--- src/rtl/sbus_frame_decoder_macros.svh ---
// Assertion macros shared by the frame decoder modules.
// Depends on nothing; included by files that carry assertions.
`ifndef SBUS_FRAME_DECODER_MACROS_SVH
`define SBUS_FRAME_DECODER_MACROS_SVH

// Implication checked in the same cycle.
`define SFD_ASSERT_NOW(label, clk, rst, ante, cons, msg) \
   label: assert property (@(posedge clk) disable iff (rst) (ante) |-> (cons)) \
      else $error(msg);

// Implication checked in the next cycle.
`define SFD_ASSERT_NEXT(label, clk, rst, ante, cons, msg) \
   label: assert property (@(posedge clk) disable iff (rst) (ante) |=> (cons)) \
      else $error(msg);

`endif

--- src/rtl/sfd_pkg.sv ---
// Shared types and constants of the serial-bus frame decoder.
// Depends on nothing; used by every module of the decoder.
`default_nettype none

package sfd_pkg;

   localparam int NUM_CHANNELS  = 16;
   localparam int CHAN_BITS     = 11;
   localparam int CHAN_IDX_BITS = 4;
   localparam int FAILSAFE_BIT  = 3;

   localparam logic [7:0] HEADER_BYTE = 8'h0F;
   localparam logic [7:0] END_BYTE    = 8'h00;

   localparam logic [4:0] PHASE_WAIT      = 5'd0;
   localparam logic [4:0] PHASE_DATA_LAST = 5'd22;
   localparam logic [4:0] PHASE_FLAGS     = 5'd23;
   localparam logic [4:0] PHASE_END       = 5'd24;

   localparam logic [3:0] SHIFT_MAX   = 4'd10;
   localparam logic [4:0] CHAN_BITS_W = 5'd11;
   localparam logic [4:0] FULL_COUNT  = 5'd16;
   localparam logic [3:0] LAST_INDEX  = 4'd15;

   typedef struct packed {
      logic [7:0] rx_byte;
      logic       gap_exceeded;
      logic       rx_error;
   } req_type;

   typedef struct packed {
      logic [3:0]  channel_index;
      logic [10:0] channel_value;
      logic        signal_valid;
      logic        last_of_frame;
   } rsp_type;

   typedef struct packed {
      logic                                      failsafe;
      logic [NUM_CHANNELS-1:0][CHAN_BITS-1:0]    chans;
   } frame_type;

   typedef struct packed {
      logic full;
      logic empty;
   } q_status_type;

endpackage

`default_nettype wire

--- src/rtl/sfd_front.sv ---
// Byte parser: header hunt, 11-bit channel unpacking, flag byte, end byte.
// Depends on sfd_pkg and the assertion macro header; feeds sfd_queue.
`default_nettype none
`include "sbus_frame_decoder_macros.svh"

module sfd_front (
   input  wire logic               clock,
   input  wire logic               reset,
   input  wire logic               req_push,
   input  wire sfd_pkg::req_type   req_data,
   input  wire sfd_pkg::q_status_type q_status,
   output logic                    frame_push,
   output sfd_pkg::frame_type      frame_data
);

   logic [4:0]  phase_ff, phase_in;
   logic [3:0]  pend_ff, pend_in;
   logic [10:0] part_ff, part_in;
   logic [4:0]  nch_ff, nch_in;
   logic        fs_ff, fs_in;
   logic [10:0] store_ff [sfd_pkg::NUM_CHANNELS];

   logic        accept;
   logic        clr;
   logic [4:0]  phase;
   logic [3:0]  pend;
   logic [10:0] part;
   logic [4:0]  nch;
   logic [3:0]  sh;
   logic [4:0]  sh8;
   logic [17:0] acc;
   logic        wr_en;
   logic [3:0]  wr_idx;

   assign accept = req_push && !q_status.full;
   assign clr    = req_data.gap_exceeded || req_data.rx_error;

   always_comb begin
      phase = clr ? sfd_pkg::PHASE_WAIT : phase_ff;
      pend  = clr ? 4'd0 : pend_ff;
      part  = clr ? 11'd0 : part_ff;
      nch   = clr ? 5'd0 : nch_ff;
      sh    = (pend > sfd_pkg::SHIFT_MAX) ? sfd_pkg::SHIFT_MAX : pend;
      sh8   = {1'b0, sh} + 5'd8;
      acc   = {7'd0, part} | ({10'd0, req_data.rx_byte} << sh);
      wr_idx = nch[3:0];

      phase_in   = phase_ff;
      pend_in    = pend_ff;
      part_in    = part_ff;
      nch_in     = nch_ff;
      fs_in      = fs_ff;
      wr_en      = 1'b0;
      frame_push = 1'b0;

      if (accept) begin
         phase_in = phase;
         pend_in  = pend;
         part_in  = part;
         nch_in   = nch;
         if (phase == sfd_pkg::PHASE_WAIT) begin
            if (req_data.rx_byte == sfd_pkg::HEADER_BYTE) begin
               phase_in = phase + 5'd1;
            end
         end else if (phase <= sfd_pkg::PHASE_DATA_LAST) begin
            // a channel completes once eleven bits are gathered
            if (sh8 >= sfd_pkg::CHAN_BITS_W) begin
               wr_en   = 1'b1;
               nch_in  = nch + 5'd1;
               part_in = {4'd0, acc[17:11]};
               pend_in = 4'(sh8 - sfd_pkg::CHAN_BITS_W);
            end else begin
               part_in = acc[10:0];
               pend_in = sh8[3:0];
            end
            phase_in = phase + 5'd1;
         end else if (phase == sfd_pkg::PHASE_FLAGS) begin
            fs_in    = req_data.rx_byte[sfd_pkg::FAILSAFE_BIT];
            phase_in = sfd_pkg::PHASE_END;
         end else begin
            // skip non-zero bytes until the end byte
            if (req_data.rx_byte == sfd_pkg::END_BYTE) begin
               frame_push = 1'b1;
               phase_in   = sfd_pkg::PHASE_WAIT;
               pend_in    = 4'd0;
               part_in    = 11'd0;
               nch_in     = 5'd0;
            end
         end
      end
   end

   always_ff @(posedge clock) begin
      if (reset) begin
         phase_ff <= sfd_pkg::PHASE_WAIT;
         pend_ff  <= 4'd0;
         part_ff  <= 11'd0;
         nch_ff   <= 5'd0;
         fs_ff    <= 1'b0;
      end else begin
         phase_ff <= phase_in;
         pend_ff  <= pend_in;
         part_ff  <= part_in;
         nch_ff   <= nch_in;
         fs_ff    <= fs_in;
      end
   end

   always_ff @(posedge clock) begin
      if (wr_en) begin
         store_ff[wr_idx] <= acc[10:0];
      end
   end

   always_comb begin
      frame_data.failsafe = fs_ff;
      for (int i = 0; i < sfd_pkg::NUM_CHANNELS; i++) begin
         frame_data.chans[i] = store_ff[i];
      end
   end

   `SFD_ASSERT_NOW(a_flags_after_full_data, clock, reset,
      phase_ff == sfd_pkg::PHASE_FLAGS,
      nch_ff == sfd_pkg::FULL_COUNT && pend_ff == 4'd0,
      "flag byte reached without sixteen whole channels")
   `SFD_ASSERT_NOW(a_push_only_at_end, clock, reset,
      frame_push,
      !clr ? phase_ff >= sfd_pkg::PHASE_END : 1'b0,
      "frame pushed outside the end phase")

endmodule

`default_nettype wire

--- src/rtl/sfd_queue.sv ---
// Two-entry queue of decoded frames between the parser and the emitter.
// Depends on sfd_pkg and the assertion macro header.
`default_nettype none
`include "sbus_frame_decoder_macros.svh"

module sfd_queue (
   input  wire logic               clock,
   input  wire logic               reset,
   input  wire logic               push,
   input  wire sfd_pkg::frame_type push_data,
   input  wire logic               pop,
   output sfd_pkg::frame_type      head_data,
   output sfd_pkg::q_status_type   status
);

   sfd_pkg::frame_type entry_ff [2];
   logic       wr_ptr_ff, wr_ptr_in;
   logic       rd_ptr_ff, rd_ptr_in;
   logic [1:0] count_ff, count_in;
   logic       do_push;
   logic       do_pop;

   assign status.full  = (count_ff == 2'd2);
   assign status.empty = (count_ff == 2'd0);
   assign do_push = push && !status.full;
   assign do_pop  = pop && !status.empty;
   assign head_data = entry_ff[rd_ptr_ff];

   always_comb begin
      wr_ptr_in = do_push ? !wr_ptr_ff : wr_ptr_ff;
      rd_ptr_in = do_pop ? !rd_ptr_ff : rd_ptr_ff;
      count_in  = count_ff + {1'b0, do_push} - {1'b0, do_pop};
   end

   always_ff @(posedge clock) begin
      if (reset) begin
         wr_ptr_ff <= 1'b0;
         rd_ptr_ff <= 1'b0;
         count_ff  <= 2'd0;
      end else begin
         wr_ptr_ff <= wr_ptr_in;
         rd_ptr_ff <= rd_ptr_in;
         count_ff  <= count_in;
      end
   end

   always_ff @(posedge clock) begin
      if (do_push) begin
         entry_ff[wr_ptr_ff] <= push_data;
      end
   end

   `SFD_ASSERT_NOW(a_count_bound, clock, reset,
      1'b1, count_ff <= 2'd2, "frame queue count out of range")
   `SFD_ASSERT_NOW(a_ptr_track, clock, reset,
      count_ff == 2'd0 || count_ff == 2'd2, wr_ptr_ff == rd_ptr_ff,
      "queue pointers disagree with count")

endmodule

`default_nettype wire

--- src/rtl/sfd_back.sv ---
// Result emitter: walks the sixteen channels of the head frame into a
// result register. Depends on sfd_pkg and the assertion macro header.
`default_nettype none
`include "sbus_frame_decoder_macros.svh"

module sfd_back (
   input  wire logic                  clock,
   input  wire logic                  reset,
   input  wire sfd_pkg::frame_type    head_data,
   input  wire sfd_pkg::q_status_type q_status,
   output logic                       q_pop,
   input  wire logic                  rsp_pop,
   output logic                       rsp_empty,
   output sfd_pkg::rsp_type           rsp_data
);

   logic [3:0]       cnt_ff, cnt_in;
   logic             valid_ff, valid_in;
   sfd_pkg::rsp_type out_ff, out_in;
   logic             taken;
   logic             load;

   assign taken = rsp_pop && valid_ff;
   assign load  = !q_status.empty && (!valid_ff || taken);

   always_comb begin
      cnt_in   = cnt_ff;
      valid_in = valid_ff;
      out_in   = out_ff;
      q_pop    = 1'b0;
      if (taken) begin
         valid_in = 1'b0;
      end
      if (load) begin
         out_in.channel_index = cnt_ff;
         out_in.channel_value = head_data.chans[cnt_ff];
         out_in.signal_valid  = !head_data.failsafe;
         out_in.last_of_frame = (cnt_ff == sfd_pkg::LAST_INDEX);
         valid_in = 1'b1;
         cnt_in   = cnt_ff + 4'd1;
         // release the frame after its last channel
         q_pop    = (cnt_ff == sfd_pkg::LAST_INDEX);
      end
   end

   always_ff @(posedge clock) begin
      if (reset) begin
         cnt_ff   <= 4'd0;
         valid_ff <= 1'b0;
      end else begin
         cnt_ff   <= cnt_in;
         valid_ff <= valid_in;
      end
   end

   always_ff @(posedge clock) begin
      out_ff <= out_in;
   end

   assign rsp_empty = !valid_ff;
   assign rsp_data  = out_ff;

   `SFD_ASSERT_NOW(a_frame_held, clock, reset,
      cnt_ff != 4'd0, !q_status.empty, "frame left the queue mid-walk")
   `SFD_ASSERT_NOW(a_last_index, clock, reset,
      valid_ff && out_ff.last_of_frame, out_ff.channel_index == sfd_pkg::LAST_INDEX,
      "last mark on a channel other than fifteen")

endmodule

`default_nettype wire

--- src/rtl/sbus_frame_decoder.sv ---
// Serial-bus RC frame decoder. One received byte is taken per clock whenever
// req_full is low; the parser keeps no multi-cycle work per byte. A zero end
// byte after a complete frame snapshots the sixteen 11-bit channels into a
// two-frame queue, and the emitter then delivers them as sixteen words, one
// per clock while rsp_pop is high, channel 0 first, last_of_frame on
// channel 15. req_full rises only while two decoded frames are still
// waiting to be emitted.
`default_nettype none

module sbus_frame_decoder (
   input  wire logic             clock,
   input  wire logic             reset,
   input  wire logic             req_push,
   output logic                  req_full,
   input  wire sfd_pkg::req_type req_data,
   output logic                  rsp_empty,
   input  wire logic             rsp_pop,
   output sfd_pkg::rsp_type      rsp_data
);

   sfd_pkg::frame_type    frame_data;
   sfd_pkg::frame_type    head_data;
   sfd_pkg::q_status_type q_status;
   logic                  frame_push;
   logic                  q_pop;

   assign req_full = q_status.full;

   sfd_front u_front (
      .clock      (clock),
      .reset      (reset),
      .req_push   (req_push),
      .req_data   (req_data),
      .q_status   (q_status),
      .frame_push (frame_push),
      .frame_data (frame_data)
   );

   sfd_queue u_queue (
      .clock     (clock),
      .reset     (reset),
      .push      (frame_push),
      .push_data (frame_data),
      .pop       (q_pop),
      .head_data (head_data),
      .status    (q_status)
   );

   sfd_back u_back (
      .clock     (clock),
      .reset     (reset),
      .head_data (head_data),
      .q_status  (q_status),
      .q_pop     (q_pop),
      .rsp_pop   (rsp_pop),
      .rsp_empty (rsp_empty),
      .rsp_data  (rsp_data)
   );

endmodule

`default_nettype wire

--- config.mk ---
export PLATFORM = sky130hd
export DESIGN_NAME = sbus_frame_decoder
export DESIGN_NICKNAME = d
export VERILOG_FILES = /design/src/rtl/sfd_pkg.sv /design/src/rtl/sfd_front.sv /design/src/rtl/sfd_queue.sv /design/src/rtl/sfd_back.sv /design/src/rtl/sbus_frame_decoder.sv
export VERILOG_INCLUDE_DIRS = /design/src /design/src/rtl
export SDC_FILE = /design/constraint.sdc
export NUM_CORES = 1
export LEC_CHECK = 0
export CAP_MARGIN = 40
export CORE_MARGIN = 4
export CORE_UTILIZATION = 35
export CTS_CLUSTER_DIAMETER = 60
export DETAILED_ROUTE_END_ITERATION = 10
export DONT_BUFFER_PORTS = 1
export GPL_TIMING_DRIVEN = 1
export SLEW_MARGIN = 10
export SYNTH_ARGS = -nofsm -noshare
export SYNTH_HDL_FRONTEND = slang
export SYNTH_SLANG_ARGS = --single-unit
--- constraint.sdc ---
create_clock -name clock -period 49.1 [get_ports clock]
set_input_delay 14.73 -clock clock [delete_from_list [all_inputs] [get_ports clock]]
set_output_delay 14.73 -clock clock [all_outputs]
set_load 0.005 [all_outputs]
==> metrics.yaml, run 1 <==
synth_cell_types: 73
cp.required_ns: 49.32
worstPathBufferInverterCount: 2
hold_ws_ns: 0.425
grt_use_total_pct: 13.4
post-route-util_pct: 40.1
clk_path_buf_depth: 3
fin_nets: 1116
hold_violations: 0
cp_max_fo: 44
place_congestion: 0.832
synthArstFlopShare_pct: 0
met1_usage_pct: 19.6
cp-start-kind: "input pin"
grt_pass1_vias: 10300
p_sw_share_pct: 19.5
dr.pass1.iters: 6
io_buffers: 0
cts_hold_buf: 0
yosysTopAreaCellShare_pct: 74.8
htreeDepth: 2
cp_common_cell: "and2_1"
power_frac_clock_pct: 42.8
fin_crit_sh_pct: 37.1
cts_inserted_buffers: 55
hp-class: "flop to flop"
finalMaxSlewViolations: 0
cts_root_buf: "clkbuf_16"
use_met2_pct: 20.7
die_y_um: 258
syn_area_per_cell_um2: 20.7
synth_ff_type: "edfxtp_1"
ys_ff_latch: 582
postCtsSetupBuffers: 0
setup_tns_ns: 0
crit_family: "simple AND/OR/NAND/NOR gates"
core_um2: 61900
setup_viol: 0
antenna_found_initial: 3
fill_cells: 5483
viasPerCell: 5.16
io_pins: 33
dieArea_um2: 66800
cts.reportedPaths.clkPinSlew_ns: 0.07
detail-route-antenna-nets: 0
grt_pass1_wl_um: 67500
powerDensity_nw_per_um2: 38.3
routed_wl_um: 44900
drcViolationCount: 0
crit_chain: "nor2_2, buf_4, and2_1, inv_1, ha_1, nor4b_2, a21oi_1, nand3_1, nor2_1, and3b_1, and2_1"
switching_power_mw: 0.186
grt_max_degree: 178
fin_crit_ns: 18.21
worst_pin_slew_ns: 1.08
die_x_um: 258
start_util_pct: 35.5
clock.fmax_mhz: 54.9
syn-num-nets: 1086
combPwrFrac_pct: 0.9
leakage_nw: 7.49
wl_per_cell_um: 22.7
slew-limit-headroom_pct: 28.3
use_met3_pct: 2.37
cpMaxStageDelayCell: "a21oi_1"
ir_worst_vdd_mv: 0.0264
cp-end-kind: "flop"
synth_edf_count: 547
vias: 10200
syn_inst: 1062
grt.overflow.total: 0
synth_area_um2: 22000
drive_gt1_share_pct: 21.6
drv_cap: 0
regArea_um2: 17100
synth_area_leader_cell: "edfxtp_1"
cts-resized-gates: 0
drt_iter0_drc: 896
cts_tree: "done"
max_stage_delay_ns: 0.69
multiInputGateArea_um2: 4560
clk_latency_ns: 0.60
critPathKind: "input pin to flop"
area_delta_synth_final_pct: 13.0
rsz0062_at_grt: "no"
rows: 91
ys_warn_count: 0
clock-sinks: 582
place.detailed.hpwl_um: 28300
fin_worst_skew_ns: 0.0253
seq_area_frac_synth_pct: 78.0
outcome: "finished, final reports clean"
power.internal_mw: 0.765
grt_most_used_layer: "met2"
seqPwrFrac_pct: 56.4
synthTopCellsByArea: "edfxtp_1, mux4_2, dfxtp_1"
arrival_ns: 18.43
==> sequential cells by signal (all words and copies together), names as in the netlist, 2 cells and up, named ones only <==
| register | cells |
|---|---|
| u_queue.entry_ff | 354 |
| u_front.store_ff | 176 |
| u_back.rsp_data | 17 |
| u_front.part_ff | 11 |
| u_front.phase_ff | 5 |
| u_back.cnt_ff | 4 |
| u_front.nch_ff | 4 |
| u_front.pend_ff | 4 |
| u_queue.count_ff | 2 |
==> synthesized netlist by cell type, drive strengths merged, types with 4 or more instances <==
master / count
edfxtp: 547
mux4: 110
nand2: 36
dfxtp: 35
nor2: 29
buf: 28
o21ai: 22
a21oi: 21
clkbuf: 21
and2: 20
inv: 14
mux2: 12
nand3: 12
nor3: 11
and3: 10
ha: 10
a21o: 9
nand4: 8
xnor2: 8
a22o: 6
mux2i: 5
nand2b: 5
nor3b: 5
a211o: 4
a21boi: 4
nor4: 4
o211ai: 4
o21a: 4
o31a: 4
==> power groups by stage <==
stage	Combinational, mW	Clock (mW)	Sequential [mW]
after floorplan	0.00430	0	0.547
after global placement	0.00709	0	0.547
after detailed placement	0.00833	0	0.547
after CTS	0.00836	0.416	0.536
after global routing	0.00885	0.437	0.535
final	0.00836	0.406	0.536
==> worst reg2reg max path, stage by stage, from the launching register on <==
cell,delay [ns]
dfxtp_1,0.39
and2_1,0.20
inv_1,0.06
ha_1,0.23
nor4b_2,0.19
a21oi_1,0.69
nand3_1,0.31
nor2_1,0.61
and3b_1,0.33
and2_1,0.54
==> cell type report <==
type | instances | area share, %
flip-flops and latches | 582 | 69.1
multi-input cells | 417 | 18.4
clock buffers | 64 | 5.68
well taps | 837 | 4.22
repair buffers | 22 | 1.22
clock inverters | 37 | 1.21
inverters | 14 | 0.212
diodes | 1 | 0.0101
==> placed cells by master (no fill, tap or decap), types with 6 or more instances in the layout <==
cell type  netlist  layout
nor3_1           9       8
ha_1            10      10
a22o_1           6       6
a21o_1           9       9
nand4_1          7       7
o21ai_0         21      18
clkinv_2         0      16
and2_1          20      19
nand3_1         12      12
nand2_1         36      36
clkinv_1         0       9
xnor2_1          8       8
mux4_2         110     110
edfxtp_1       547     547
nor2_1          28      28
clkbuf_16        0      55
dfxtp_1         35      32
buf_4            1       9
inv_1           13      13
a21oi_1         21      21
clkbuf_1        21       9
mux2_2          12      12
and3_1          10      10
==> worst paths after layout <==
check                         startpoint                       to  slack, ns  depth (start not counted)
hold reg to reg   u_front.store_ff[1][3]  u_queue.entry_ff[0][14]       0.42                          0
hold / removal    u_front.store_ff[1][3]  u_queue.entry_ff[0][14]       0.42                          0
setup / recovery             req_data[0]  u_front.store_ff[11][9]      30.89                         11
setup reg to reg     u_front.phase_ff[1]  u_front.store_ff[11][9]      45.20                          9
==> per-layer routing <==
layer / wire, um / up-vias
li1: - / 4443
met1: 20400 / 5362
met2: 21000 / 290
met3: 2510 / 78
met4: 864 / 4
met5: 66 / -
==> logic make-up after synthesis <==
| group | after synthesis | share of synthesized area [%] |
|---|---|---|
| DFF | 582 | 78.0 |
| and+or+nand+nor | 153 | 3.70 |
| muxes | 127 | 12.1 |
| AOI/OAI and AO/OA | 116 | 3.86 |
| buffers and inverters | 63 | 1.31 |
| xor gates and xnor gates | 11 | 0.439 |
| adders and majority gates | 10 | 0.570 |
==> through the flow <==
stage	std cells	area (um^2)	power, mW	setup WS (ns)
floorplan	1062	22000	0.551	19.50
global placement	1860	22900	0.554	30.53
detailed placement	1871	23100	0.555	30.39
CTS	1972	24800	0.960	31.02
global route	1973	24800	0.981	30.66
finish	1974	24800	0.951	30.89
Power figures use the tool's default switching activity.
==> inputs of run 2 (changes only) <==
clock period = 17.2 ns   (was 49.1 ns; I/O delays follow)
==> metrics.yaml, run 2 (synthesis gave the netlist of run 1 again) <==
cts_tree: "done"
clock-sinks: 582  # unchanged
layout_commonest_cell: "edfxtp_1"
grt_use_total_pct: 13.4  # about the same
drcViolationCount: 0  # unchanged
cp_common_cell: "and2_1"
final_cell_mix: "edfxtp_1, mux4_2, clkbuf_16"
clock.fmax_mhz: 115
io_buffers: 0  # unchanged
die_y_um: 258  # unchanged
slew-limit-headroom_pct: 27.7  # -0.56 points
arrival_ns: 8.89  # -9.54 ns
fin_worst_skew_ns: 0.0174  # -0.00787 ns
dieArea_um2: 66800  # unchanged
grt.overflow.total: 0  # unchanged
cts_hold_buf: 0  # unchanged
regArea_um2: 17100  # unchanged
largest-register: "u_queue.entry_ff"
finalMaxSlewViolations: 0  # unchanged
clk_path_buf_depth: 3  # unchanged
start_util_pct: 35.5  # unchanged
grt_pass1_vias: 10400  # +0.94%
detail-route-antenna-nets: 0  # unchanged
cp-start-kind: "input pin"
cp-end-kind: "flop"
multiInputGateArea_um2: 4570  # +0.14%
vias: 10100  # -0.63%
rows: 91  # unchanged
place.detailed.hpwl_um: 27900  # -1.1%
cp_max_fo: 44  # unchanged
largest_reg_flops: 354  # unchanged
fin_nets: 1114  # -0.18%
wl_per_cell_um: 22.4  # -1.7%
cp.required_ns: 17.43  # -31.89 ns
worst_pin_slew_ns: 1.08  # +0.00836 ns
crit_chain: "nor2_2, buf_4, and2_1, inv_1, ha_1, nor4b_2, a21oi_1, nand3_1, nor2_1, and3_1, and2_1"
hold_ws_ns: 0.440  # +0.0146 ns
use_met2_pct: 20.3  # -0.42 points
leakage_nw: 7.47  # -0.26%
core_um2: 61900  # unchanged
num_antenna_cells: 0  # -1
hold_violations: 0  # unchanged
reg2reg_depth: 9  # unchanged
viasPerCell: 5.13  # -0.53%
use_met3_pct: 2.21  # -0.17 points
setup_viol: 0  # unchanged
antenna_found_initial: 2  # -1
area_delta_synth_final_pct: 13.0  # unchanged
outcome: "finished, final reports clean"
drive_gt1_share_pct: 20.7  # -0.86 points
htreeDepth: 2  # unchanged
hp-class: "flop to flop"
fill_cells: 5462  # -0.38%
critPathKind: "input pin to flop"
cpMaxStageDelayCell: "nor2_1"
rsz0062_at_grt: "no"
met1_usage_pct: 20.0  # +0.34 points
place_inst: 1868  # -0.16%
cts_inserted_buffers: 56  # +1.8%
fin_crit_ns: 8.66
fin_crit_sh_pct: 50.3
reg2reg_slack_ns: 13.25  # -31.95 ns
dr.pass1.iters: 5  # -1
die_x_um: 258  # unchanged
postCtsSetupBuffers: 0  # unchanged
grt_most_used_layer: "met2"
clk_latency_ns: 0.60  # about the same
routed_wl_um: 44100  # -1.8%
holdPathStages: 0  # unchanged
drt_iter0_drc: 1004  # +12%
grt_max_degree: 178  # unchanged
powerDensity_nw_per_um2: 109  # +180%
max_stage_delay_ns: 0.76  # +0.07 ns
place_congestion: 0.852  # +2.4%
ir_worst_vdd_mv: 0.0747  # +180%
instances_no_fill: 1972  # -0.10%
io_pins: 33  # unchanged
setup_tns_ns: 0  # unchanged
cts_root_buf: "clkbuf_16"
cts-resized-gates: 0  # unchanged
grt_pass1_wl_um: 67500  # about the same
drv_cap: 0  # unchanged
cts.reportedPaths.clkPinSlew_ns: 0.06  # about the same
## run 2: cell types whose count changed in the layout (fill, tap and decap cells not counted), sizes merged
| cell | change |
|---|---|
| buf | -3 |
| bufinv | -2 |
| clkbuf | +13 |
| clkinv | -7 |
| clkinvlp | -2 |
| diode | -1 |
## run 2: power by group
| group | total (mW) | switching (mW) | internal [mW] | leakage [nW] |
|---|---|---|---|---|
| Clock | 1.16 | 0.497 | 0.661 | 0.849 |
| Combinational | 0.0212 | 0.0162 | 0.00503 | 1.46 |
| Sequential | 1.53 | 0.0000689 | 1.53 | 5.17 |
| Total | 2.71 | 0.513 | 2.20 | 7.47 |
## run 2: routing by layer
layer	wire length [um]	share of wire (%)	up-vias
li1	-	-	4445
met1	20400	46	5325
met2	20300	46	282
met3	2420	5.5	61
met4	957	2.2	0
met5	0	0	-
## run 2: path summary, 6_finish.rpt
check	endpoint	startpoint
max	u_front.store_ff[12][3]	req_data[0]
min	u_queue.entry_ff[1][74]	u_front.store_ff[6][8]
max reg2reg	u_front.store_ff[12][3]	u_front.phase_ff[1]
min reg2reg	u_queue.entry_ff[1][74]	u_front.store_ff[6][8]
## run 2: cell type report
type	instances	area share, %
clock buffer	77	6.26
clock inverter	26	0.782
inverter	14	0.212
multi-input combinational	417	18.4
sequential	582	69.1
tap	837	4.22
timing repair buffer	19	1.05
## run 2: per-stage QoR
stage / cell area, um^2 / setup WS, ns / total power, mW / utilization (%)
after floorplan: 22000 / 2.60 / 1.57 / -
after global placement: 22900 / 8.06 / 1.58 / 36.9
after detailed placement: 23000 / 8.02 / 1.58 / 37.2
after CTS: 24800 / 8.66 / 2.74 / 40.0
after global routing: 24800 / 8.23 / 2.80 / 40.1
final: 24800 / 8.54 / 2.71 / 40.1
## run 2: critical path, delay by kind of cell
family	cells	cell delay [ns]
compound gates	1	0.67
fa+ha+maj	1	0.21
buf+inv	2	0.45
simple gates	7	2.37
